--- src/design/mips_r3000_integer_core_unit_defines.svh ---
// Assertion macros used by the core's controller.
// No dependencies.
`ifndef MIPS_R3000_INTEGER_CORE_UNIT_DEFINES_SVH
`define MIPS_R3000_INTEGER_CORE_UNIT_DEFINES_SVH
// assert an implication on the rising clock, disabled in reset
`define MRC_ASSERT_IMPL(lbl, clk, rstn, ante, cons) \
    lbl: assert property (@(posedge clk) disable iff (!rstn) (ante) |-> (cons)) \
        else $error("assertion failed");
// assert a next-cycle implication
`define MRC_ASSERT_NEXT(lbl, clk, rstn, ante, cons) \
    lbl: assert property (@(posedge clk) disable iff (!rstn) (ante) |=> (cons)) \
        else $error("assertion failed");
`endif

--- src/design/mrc_pkg.sv ---
// Package for the R3000A core: opcodes, state codes, command/status structs.
// No dependencies.
package mrc_pkg;
    localparam logic [31:0] RESET_VECTOR = 32'hbfc0_0000;
    localparam logic [31:0] VEC_BEV0     = 32'h8000_0080;
    localparam logic [31:0] VEC_BEV1     = 32'hbfc0_0180;
    localparam logic [31:0] SEG_MASK     = 32'hf000_0000;
    localparam logic [25:0] TARGET_MASK  = 26'h3ff_ffff;
    localparam logic [4:0]  SHIFT_MASK   = 5'h1f;
    localparam logic [31:0] ALL_ONES     = 32'hffff_ffff;

    localparam logic [1:0] REQ_NONE  = 2'd0;
    localparam logic [1:0] REQ_READ  = 2'd1;
    localparam logic [1:0] REQ_WRITE = 2'd2;

    localparam logic [1:0] ST_OK    = 2'd0;
    localparam logic [1:0] ST_UNIMP = 2'd1;
    localparam logic [1:0] ST_JADDR = 2'd2;

    localparam logic [5:0] OP_SPECIAL = 6'h00;
    localparam logic [5:0] OP_REGIMM  = 6'h01;
    localparam logic [5:0] OP_J       = 6'h02;
    localparam logic [5:0] OP_JAL     = 6'h03;
    localparam logic [5:0] OP_BEQ     = 6'h04;
    localparam logic [5:0] OP_BNE     = 6'h05;
    localparam logic [5:0] OP_BLEZ    = 6'h06;
    localparam logic [5:0] OP_BGTZ    = 6'h07;
    localparam logic [5:0] OP_ADDI    = 6'h08;
    localparam logic [5:0] OP_ADDIU   = 6'h09;
    localparam logic [5:0] OP_SLTI    = 6'h0a;
    localparam logic [5:0] OP_SLTIU   = 6'h0b;
    localparam logic [5:0] OP_ANDI    = 6'h0c;
    localparam logic [5:0] OP_ORI     = 6'h0d;
    localparam logic [5:0] OP_XORI    = 6'h0e;
    localparam logic [5:0] OP_LUI     = 6'h0f;
    localparam logic [5:0] OP_COP0    = 6'h10;
    localparam logic [5:0] OP_LB      = 6'h20;
    localparam logic [5:0] OP_LWR     = 6'h26;
    localparam logic [5:0] OP_SB      = 6'h28;
    localparam logic [5:0] OP_SH      = 6'h29;
    localparam logic [5:0] OP_SWL     = 6'h2a;
    localparam logic [5:0] OP_SW      = 6'h2b;
    localparam logic [5:0] OP_SWR     = 6'h2e;

    localparam logic [5:0] FN_SLL  = 6'h00;
    localparam logic [5:0] FN_SRL  = 6'h02;
    localparam logic [5:0] FN_SRA  = 6'h03;
    localparam logic [5:0] FN_SLLV = 6'h04;
    localparam logic [5:0] FN_SRLV = 6'h06;
    localparam logic [5:0] FN_SRAV = 6'h07;
    localparam logic [5:0] FN_JR   = 6'h08;
    localparam logic [5:0] FN_JALR = 6'h09;
    localparam logic [5:0] FN_SYSC = 6'h0c;
    localparam logic [5:0] FN_MFHI = 6'h10;
    localparam logic [5:0] FN_MTHI = 6'h11;
    localparam logic [5:0] FN_MFLO = 6'h12;
    localparam logic [5:0] FN_MTLO = 6'h13;
    localparam logic [5:0] FN_MULT = 6'h18;
    localparam logic [5:0] FN_MULTU= 6'h19;
    localparam logic [5:0] FN_DIV  = 6'h1a;
    localparam logic [5:0] FN_DIVU = 6'h1b;
    localparam logic [5:0] FN_ADD  = 6'h20;
    localparam logic [5:0] FN_ADDU = 6'h21;
    localparam logic [5:0] FN_SUB  = 6'h22;
    localparam logic [5:0] FN_SUBU = 6'h23;
    localparam logic [5:0] FN_AND  = 6'h24;
    localparam logic [5:0] FN_OR   = 6'h25;
    localparam logic [5:0] FN_XOR  = 6'h26;
    localparam logic [5:0] FN_NOR  = 6'h27;
    localparam logic [5:0] FN_SLT  = 6'h2a;
    localparam logic [5:0] FN_SLTU = 6'h2b;
    localparam logic [5:0] FN_RFE  = 6'h10;

    localparam logic [4:0] RS_MFC0 = 5'd0;
    localparam logic [4:0] RS_MTC0 = 5'd4;

    localparam logic [3:0] CP_SR    = 4'd12;
    localparam logic [3:0] CP_CAUSE = 4'd13;
    localparam logic [3:0] CP_EPC   = 4'd14;
    localparam logic [4:0] EXC_SYS  = 5'd8;

    localparam logic [2:0] LK_LB  = 3'd0;
    localparam logic [2:0] LK_LH  = 3'd1;
    localparam logic [2:0] LK_LWL = 3'd2;
    localparam logic [2:0] LK_LBU = 3'd4;
    localparam logic [2:0] LK_LHU = 3'd5;
    localparam logic [2:0] LK_LWR = 3'd6;

    // controller state codes
    localparam logic [2:0] S_IDLE = 3'd0;
    localparam logic [2:0] S_EXEC = 3'd1;
    localparam logic [2:0] S_MUL2 = 3'd2;
    localparam logic [2:0] S_DIV  = 3'd3;
    localparam logic [2:0] S_OUT  = 3'd4;

    typedef struct packed {
        logic       exec;   // latch and execute an instruction beat
        logic       load;   // complete a load-data beat
        logic       mul_hi; // second multiply partial step
        logic       div_step;
        logic       div_fin;
    } cmd_t;

    typedef struct packed {
        logic is_mul;
        logic is_div;
        logic div_done;
    } stat_t;

    typedef struct packed {
        logic [31:0] fetch_address;
        logic [1:0]  bus_request;
        logic [31:0] bus_address;
        logic [31:0] bus_write_data;
        logic [3:0]  byte_enables;
        logic [1:0]  status;
    } result_t;
endpackage

--- src/design/mrc_ctrl.sv ---
// Controller FSM for the R3000A core: sequences execute, load, multiply, divide, output.
// Depends on mrc_pkg and the defines header.
`include "mips_r3000_integer_core_unit_defines.svh"
module mrc_ctrl (
    input  logic            aclk,
    input  logic            aresetn,
    input  logic            in_valid,
    input  logic            in_op,
    output logic            in_ready,
    output logic            out_valid,
    input  logic            out_ready,
    input  mrc_pkg::stat_t  stat,
    output mrc_pkg::cmd_t   cmd
);
    logic [2:0] state_reg, state_next;

    assign in_ready  = (state_reg == mrc_pkg::S_IDLE);
    assign out_valid = (state_reg == mrc_pkg::S_OUT);

    always_comb begin
        state_next   = state_reg;
        cmd          = '0;
        unique case (state_reg)
            mrc_pkg::S_IDLE: begin
                if (in_valid) begin
                    cmd.exec = !in_op;
                    cmd.load = in_op;
                    state_next = in_op ? mrc_pkg::S_OUT : mrc_pkg::S_EXEC;
                end
            end
            mrc_pkg::S_EXEC: begin
                if (stat.is_mul) begin
                    state_next = mrc_pkg::S_MUL2;
                end else if (stat.is_div) begin
                    state_next = mrc_pkg::S_DIV;
                end else begin
                    state_next = mrc_pkg::S_OUT;
                end
            end
            mrc_pkg::S_MUL2: begin
                cmd.mul_hi = 1'b1;
                state_next = mrc_pkg::S_OUT;
            end
            mrc_pkg::S_DIV: begin
                if (stat.div_done) begin
                    cmd.div_fin = 1'b1;
                    state_next = mrc_pkg::S_OUT;
                end else begin
                    cmd.div_step = 1'b1;
                end
            end
            mrc_pkg::S_OUT: begin
                if (out_ready) state_next = mrc_pkg::S_IDLE;
            end
            default: state_next = mrc_pkg::S_IDLE;
        endcase
    end

    always_ff @(posedge aclk) begin
        if (!aresetn) state_reg <= mrc_pkg::S_IDLE;
        else          state_reg <= state_next;
    end

    `MRC_ASSERT_IMPL(a_rdy_nout, aclk, aresetn, in_ready, !out_valid)
    `MRC_ASSERT_NEXT(a_exec_leaves, aclk, aresetn, cmd.exec, !in_ready)
    `MRC_ASSERT_NEXT(a_load_out, aclk, aresetn, cmd.load, out_valid)
endmodule

--- config.mk ---
export PLATFORM = sky130hd
export DESIGN_NAME = mrc_ctrl
export DESIGN_NICKNAME = d
export VERILOG_FILES = /design/src/design/mrc_pkg.sv /design/src/design/mrc_ctrl.sv
export VERILOG_INCLUDE_DIRS = /design/src /design/src/design
export SDC_FILE = /design/constraint.sdc
export NUM_CORES = 1
export LEC_CHECK = 0
export ABC_AREA = 0
export BUFFER_PORTS_ARGS = -buffer_cell sky130_fd_sc_hd__buf_2
export CORE_AREA = 2 2 39 41
export CTS_CLUSTER_SIZE = 25
export DETAILED_ROUTE_END_ITERATION = 7
export DIE_AREA = 0 0 41 43
export PLACE_DENSITY_LB_ADDON = 0.05
export SKIP_LAST_GASP = 1
export SYNTH_ARGS = -nofsm -noshare
export SYNTH_HDL_FRONTEND = slang
export SYNTH_SLANG_ARGS = --single-unit
--- constraint.sdc ---
create_clock -name aclk -period 1 [get_ports aclk]
set_input_delay 0.1 -clock aclk [delete_from_list [all_inputs] [get_ports aclk]]
set_output_delay 0.1 -clock aclk [all_outputs]
set_load 0.02 [all_outputs]
==> results of run 1 <==
-- cells in the mapped netlist --
master,number
nand4b_1,1
and3_1,1
buf_6,2
nand3b_1,2
a21oi_2,1
buf_8,1
or2_2,1
and4bb_4,1
nand2_1,5
o21ai_0,1
nor3b_1,2
mux2i_1,1
dfxtp_1,3
a32o_1,1
o22ai_1,1
and2_2,1
nor3_1,3
a21oi_1,1
nand2b_1,1
nor2_1,3
or3_1,1
-- cell type report --
type                    count  area (um2)  share of cell area
clock buffers               4        26.3              0.0554
well taps                  16        20.0              0.0422
flip-flops and latches      3        68.8               0.145
multi-input cells          28         201               0.425
repair buffers             21         158               0.332
-- final timing paths --
path                        to  slack, ns  depth (start not counted)
setup / recovery        cmd[3]      -0.24                          4
hold / removal    state_reg[1]       0.12                          3
setup reg to reg  state_reg[2]      -0.13                          4
hold reg to reg   state_reg[1]       0.60                          2
-- logic make-up after synthesis --
logic type | Yosys count
muxes | 1
AOI/OAI and AO/OA | 5
buffers and inverters | 3
DFF | 3
and+or+nand+nor | 22
-- through the flow --
step | util | cell area (um2)
floorplan | - | 290
global placement | 0.275 | 380
detailed placement | 0.275 | 380
CTS | 0.340 | 470
global route | 0.343 | 474
finish | 0.343 | 474
-- critical path: stages, from the launching register on --
cell	delay [ns]
dfxtp_4	0.35
buf_6	0.11
nor3_4	0.13
and3_2	0.20
buf_6	0.11
-- power by group through the flow --
stage	clock network, mW	logic [mW]	registers, mW
after floorplan	0	0.146	0.136
after global placement	0	0.181	0.154
after detailed placement	0	0.180	0.153
after CTS	0.216	0.229	0.153
after global routing	0.230	0.249	0.155
final	0.211	0.227	0.152
-- per-layer routing --
layer / GRT usage / vias to the layer above / part of all wire
li1: - / 165 / -
met1: 0.129 / 148 / 0.44
met2: 0.153 / 11 / 0.49
met3: 0.0314 / 0 / 0.069
met4: 0.0200 / 0 / 0
met5: 0 / - / 0
-- repair_timing --
action                                  in CTS  in global routing
gates cloned                                 0                  0
resized for setup                           18                  1
pin swaps                                    2                  2
hold endpoints to repair                     0                  0
hold buffers                                 0                  0
setup buffers                                2                  0
endpoints found under the setup margin       9                  9
==> reports/results.ini, run 1 <==
[outcome]
outcome=finished with violations
violations=setup timing

[global_route]
grt_pass1_vias=310
grt_pass1_wl_mm=1.21
grt_use_total=0.0984
grt_max_degree=8
antenna_found_initial=0
overflow=0

[cts]
htreeDepth=1
cts_buffer_depth=2
clk_pin_slew_ns=0.04
numCtsBuffers=3
clock_latency_ns=0.23
cts_tree=built
numClockSinks=3
cts-root-buf=clkbuf_4

[floorplan]
chipWidth_um=41
start_util=0.199
die-height_um=43
die_area_um2=1760
coreArea_um2=1380
ios=15
rows=14

[setup_path]
crit_start=state_reg[1]
critPathRequiredTime_ns=0.90
start_kind=flip-flop
r2r_start=state_reg[1]
crit_fanout=4
cp.arrival_ns=1.14
path_class=reg -> out
cp-end-kind=output pin

[layout]
largest_reg_flops=3
instances_no_fill=72
fin_nets=65
layout-drive-gt1-share=0.625
area_growth_pct=72.3
layout.cells.most_common=buf_2
layout.cells.most_common_list=buf_2, buf_6, buf_4, nand2_1, clkbuf_4
final.fill_count=155
diodes=0

[place]
detailed_place_hpwl_um=593
placed_cells=66
place_congestion=0.726
io_buffers=14
post-place-ws_ns=-0.149

[yosys]
yosysWarnings=0
yosys.area_share.simple=0.482
netlist_instances=34
yosysSeqAreaShare=0.218
synth.ff_latch_count=3
synth-xor-area-share=0
synth_top_area_share=0.218
synth_mux_area_frac=0.0364
synth_fa_ha_area_frac=0
synth_compound_area_frac=0.127
yosysTopAreaCell=dfxtp_1
syn-num-nets=42
ys_types=21
syn_area_um2=275
avgSynthCellArea_um2=8.10
synth_top_family_by_area=simple AND/OR/NAND/NOR gates
ys_top_cells_by_area=dfxtp_1, buf_6, nand2_1

[run]
drv_cap=0

[pwr]
p_comb_frac=0.385
p_leak_nw=0.214
total_power_uw=590
swShare=0.307
p_per_area_nw_per_um2=1240
seqPwrFrac=0.258
p_sw_uw=181
internal_power_uw=409
vdd_drop_max_mv=0.598
pwr-share-clk=0.357

[sta]
final-hold-violation-count=0
period_needed_ns=1.24
clock_skew_ns=0.000224
setup_slack_ns=-0.237
finalSetupTns_ns=-1.65
maxSlewViolCount=0
slew_headroom=0.875
hold_ws_ns=0.124
setup_viol=9
rsz0062_at_grt=yes
fmax_mhz=808
fin_crit_sh=1.24
worst_pin_slew_ns=0.183

[detailed_routing]
wl_um=725
drt-pass1-iter-count=2
postRouteAntennaNets=0
vias=324
drtIter0Drc=1
wl_per_cell_um=10.1
vias_per_cell=4.50
drc_errors=0

[worst_hold_path]
worstHoldStart=aresetn
hp-class=in -> reg

No activity file was read; power rests on OpenSTA's default activity.
==> run 2: changes to the inputs <==
ABC_AREA = 1   (was 0)
SKIP_CTS_REPAIR_TIMING = 1   (was not set)
==> reports/results.ini, run 2 <==
[sta]
final-hold-violation-count=0  ; unchanged
worst_pin_slew_ns=0.146  ; -0.0366 ns
slew_headroom=0.901  ; +0.0269
fmax_mhz=846  ; +4.6%
rsz0062_at_grt=yes
maxSlewViolCount=0  ; unchanged
setup_viol=9  ; unchanged
setup_slack_ns=-0.182  ; +0.0549 ns
fin_crit_sh=1.18  ; -0.0549
period_needed_ns=1.18  ; -0.0549 ns
clock_skew_ns=0.00317  ; +0.00295 ns
finalSetupTns_ns=-1.20  ; +0.456 ns

[layout]
fin_nets=81  ; +25%
diodes=0  ; unchanged
final.fill_count=160  ; +3.2%
fin_area_um2=475  ; +0.26%
instances_no_fill=88  ; +22%
layout-drive-gt1-share=0.542  ; -0.0833
layout.cells.most_common=buf_4
largest_reg_flops=3  ; unchanged
area_growth_pct=79.2
final_util=0.344  ; +0.000904
layout.cells.most_common_list=buf_4, inv_1, nor2_1, buf_2

[detailed_routing]
drt-pass1-iter-count=2  ; unchanged
wl_per_cell_um=8.59  ; -15%
vias_per_cell=3.90  ; -13%
drtIter0Drc=2  ; +1
vias=343  ; +5.9%
drc_errors=0  ; unchanged
wl_um=756  ; +4.3%
postRouteAntennaNets=0  ; unchanged

[place]
post-place-ws_ns=-0.0569  ; +0.0917 ns
io_buffers=14  ; unchanged
placed_cells=83  ; +26%
place_congestion=0.689  ; -5.1%
dpl-instance-area_um2=403  ; +5.9%
detailed_place_hpwl_um=591  ; -0.32%

[setup_path]
r2r_end=state_reg[0]
critPathRequiredTime_ns=0.90  ; about the same
r2r_setup_slack_ns=-0.07  ; +0.06 ns
r2r_cells=7  ; +3
r2r_start=state_reg[1]
cp.arrival_ns=1.08  ; -0.06 ns
cp-end-kind=output pin
start_kind=flip-flop
crit_start=state_reg[1]
crit_fanout=4  ; unchanged
path_class=reg -> out

[outcome]
outcome=finished with violations
violations=setup timing

[yosys]
netlist_instances=48  ; +41%
ys_types=14  ; -33%
synth_edf_count=0  ; unchanged
syn_area_um2=265  ; -3.6%
async_reset_ff_frac=0  ; unchanged
yosysMostFrequentCell=nor2_1
yosysWarnings=0  ; unchanged
ys_top_cells_by_area=dfxtp_1, nor2_1, inv_1
ys_top_cells_by_count=nor2_1, inv_1, nand3_1, nand2_1, dfxtp_1
yosysSeqAreaShare=0.226  ; +0.00823
yosysTopAreaCell=dfxtp_1
synth.ff_latch_count=3  ; unchanged
avgSynthCellArea_um2=5.53  ; -32%
synth_flop_cell=dfxtp_1
syn-num-nets=56  ; +33%
synth_top_area_share=0.226  ; +0.00823

[global_route]
antenna_found_initial=0  ; unchanged
overflow=0  ; unchanged
grt_pass1_vias=318  ; +2.6%
grt_max_degree=8  ; unchanged
grt_pass1_wl_mm=1.19  ; -1.2%
grt_use_total=0.101  ; +0.00281

[cts]
htreeDepth=1  ; unchanged
cts-root-buf=clkbuf_4
clock_latency_ns=0.23  ; about the same
cts_buffer_depth=2  ; unchanged
clk_pin_slew_ns=0.03  ; about the same
numClockSinks=3  ; unchanged
cts_tree=built
numCtsBuffers=3  ; unchanged

[worst_hold_path]
worstHoldStart=aresetn
holdPathStages=3  ; unchanged
min_delay_worst_endpoint=state_reg[1]
hp-class=in -> reg

[floorplan]
coreArea_um2=1380  ; unchanged
start_util=0.192  ; -0.00723
die_area_um2=1760  ; unchanged
ios=15  ; unchanged
die-height_um=43  ; unchanged
rows=14  ; unchanged
chipWidth_um=41  ; unchanged

[pwr]
p_leak_nw=0.279  ; +31%
vdd_drop_max_mv=0.689  ; +15%
p_per_area_nw_per_um2=1810  ; +45%

[run]
drv_cap=0  ; unchanged

## run 2: cell families after synthesis
| family | Yosys count | synth area share |
|---|---|---|
| buffers and inverters | 13 | 0.184 |
| AOI/OAI and AO/OA | 3 | 0.0707 |
| DFF | 3 | 0.226 |
| and+or+nand+nor | 29 | 0.519 |
## run 2: worst max-delay path, cell delays in order, from the launching register on
cell and delay, ns:
dfxtp_2 0.37, nand2_1 0.09, buf_4 0.14, nor3_2 0.09, buf_4 0.16
## run 2: routing by layer
layer / GRT usage / up-vias / share of wire
met5: 0 / - / 0
met4: 0.0600 / 0 / 0
met3: 0.0471 / 0 / 0.070
met2: 0.138 / 13 / 0.49
met1: 0.125 / 138 / 0.44
li1: - / 192 / -
## run 2: per-stage QoR
step | power (mW) | hold WS [ns]
5_1_grt | 0.944 | 0.129
4_1_cts | 0.798 | 0.113
3_5_place_dp | 0.578 | 0.355
2_1_floorplan | 0.434 | 0.252
6_report | 0.859 | 0.118
3_3_place_gp | 0.579 | 0.361
## run 2: power breakdown
| part | switching (mW) | internal [mW] | total, mW | leakage (nW) |
|---|---|---|---|---|
| Combinational | 0.254 | 0.210 | 0.464 | 0.239 |
| Sequential | 0.0339 | 0.150 | 0.184 | 0.0258 |
| Clock | 0.0620 | 0.149 | 0.211 | 0.0150 |
| Total | 0.350 | 0.509 | 0.859 | 0.279 |
## run 2: worst max path at each step
stage | to | cells past startpoint | slack [ns]
after floorplan | state_reg[1] | 6 | 0.001
after global routing | cmd[4] | 4 | -0.26
after detailed placement | state_reg[2] | 7 | -0.06
after CTS | cmd[4] | 4 | -0.29
after global placement | state_reg[2] | 7 | -0.08
final | cmd[0] | 4 | -0.18
## run 2: layout make-up
cell class / count / area [um2] / share of cell area
Clock buffer: 4 / 26.3 / 0.0553
Inverter: 13 / 48.8 / 0.103
Timing Repair Buffer: 20 / 130 / 0.274
Tap cell: 16 / 20.0 / 0.0421
Sequential cell: 3 / 63.8 / 0.134
Multi-Input combinational cell: 32 / 186 / 0.392
==> run 3: changes to the inputs <==
PLACE_DENSITY_LB_ADDON = not set   (was 0.05)
RECOVER_POWER = 25   (was not set)
==> reports/results.ini, run 3 (synthesized netlist as in run 2, its figures left out) <==
[outcome]
outcome=finished with violations
violations=setup timing

[sta]
fin_crit_sh=1.19  ; +0.00456
final-hold-violation-count=0  ; unchanged
setup_slack_ns=-0.187  ; -0.00456 ns
slew_headroom=0.898  ; -0.00385
maxSlewViolCount=0  ; unchanged
setup_viol=8  ; -1
fmax_mhz=843  ; -0.38%
clock_skew_ns=0.00119  ; -0.00198 ns
period_needed_ns=1.19  ; +0.00456 ns
hold_ws_ns=0.120  ; +0.00158 ns
rsz0062_at_grt=yes
worst_pin_slew_ns=0.153  ; +0.00696 ns

[worst_hold_path]
hp-class=in -> reg
worstHoldStart=aresetn

[detailed_routing]
wl_um=758  ; +0.26%
wl_met1_um=335  ; +0.60%
routed-wl-met2_um=373  ; +1.1%
met3WireLength_um=49  ; -7.5%
drc_errors=0  ; unchanged
drt-pass1-iter-count=1  ; -1
drtIter0Drc=0  ; -2
wl_per_cell_um=8.61  ; +0.26%
postRouteAntennaNets=0  ; unchanged
vias=355  ; +3.5%
vias_per_cell=4.03  ; +3.5%
top_layer=met3

[cts]
numClockSinks=3  ; unchanged
cts_buffer_depth=2  ; unchanged
cts-root-buf=clkbuf_4
numCtsBuffers=3  ; unchanged
clk_pin_slew_ns=0.04  ; about the same
cts_tree=built
clock_latency_ns=0.23  ; about the same
htreeDepth=1  ; unchanged

[setup_path]
crit_start=state_reg[1]
crit_fanout=4  ; unchanged
path_class=reg -> out
cp.arrival_ns=1.09  ; about the same
start_kind=flip-flop
r2r_start=state_reg[1]
cp-end-kind=output pin
critPathRequiredTime_ns=0.90  ; about the same

[layout]
fin_nets=81  ; unchanged
area_growth_pct=84.4
layout-drive-gt1-share=0.528  ; -0.0139
fin_area_um2=489  ; +2.9%
final_util=0.354  ; +0.00995
layout.cells.most_common_list=inv_1, nor2_1, buf_4, buf_2, nand2_1
largest_reg_flops=3  ; unchanged
layout.cells.most_common=inv_1
multi_input_area_um2=188  ; +0.67%
final.fill_count=161  ; +0.63%
instances_no_fill=88  ; unchanged
ff_latch_area_um2=66.3  ; +3.9%
diodes=0  ; unchanged

[global_route]
antenna_found_initial=0  ; unchanged
overflow=0  ; unchanged
grt_max_degree=8  ; unchanged
grt_pass1_wl_mm=1.12  ; -5.8%
grt_pass1_vias=284  ; -11%
grt_use_total=0.0993  ; -0.00190

[floorplan]
rows=14  ; unchanged
die_area_um2=1760  ; unchanged
die-height_um=43  ; unchanged
coreArea_um2=1380  ; unchanged
start_util=0.192  ; unchanged
chipWidth_um=41  ; unchanged
ios=15  ; unchanged

[place]
io_buffers=14  ; unchanged
detailed_place_hpwl_um=576  ; -2.5%
place_congestion=0.729  ; +5.8%
placed_cells=82  ; -1.2%
dpl-instance-area_um2=395  ; -1.9%

[run]
drv_cap=0  ; unchanged

[pwr]
vdd_drop_max_mv=0.675  ; -1.9%
total_power_uw=857  ; -0.19%
p_leak_nw=0.280  ; about the same
p_per_area_nw_per_um2=1750  ; -3.0%

-- run 3: worst max-delay path, stage by stage (launching register included) --
cell     delay, ns
dfxtp_4       0.37
nand2_1       0.09
buf_4         0.15
nor3_4        0.12
buf_6         0.14
-- run 3: path summary, 6_finish.rpt --
check / endpoint / slack (ns) / depth (start not counted)
max: cmd[0] / -0.19 / 4
min: state_reg[1] / 0.12 / 3
max reg2reg: state_reg[0] / -0.10 / 7
min reg2reg: state_reg[0] / 0.62 / 4
-- run 3: through the flow --
step | setup TNS (ns) | setup slack, ns
2_1_floorplan | 0 | 0.00149
3_3_place_gp | -0.118 | -0.0417
3_5_place_dp | -0.155 | -0.0611
4_1_cts | -1.74 | -0.279
5_1_grt | -1.81 | -0.253
6_report | -1.15 | -0.187
-- run 3: per-layer routing --
layer	vias up	track usage
met1	148	0.125
met4	0	0.0800
met2	14	0.122
li1	193	-
met3	0	0.0471
met5	-	0
-- run 3: where the power goes --
group          internal (mW)  switching, mW  total, mW
logic                  0.205          0.252      0.457
clock network          0.150         0.0644      0.214
registers              0.150         0.0365      0.186
total                  0.504          0.353      0.857
-- run 3: area by class of cell --
| type | count | share of cell area |
|---|---|---|
| Inverter | 13 | 0.105 |
| Timing Repair Buffer | 20 | 0.281 |
| Multi-Input combinational cell | 32 | 0.384 |
| Sequential cell | 3 | 0.136 |
| Tap cell | 16 | 0.0409 |
| Clock buffer | 4 | 0.0537 |
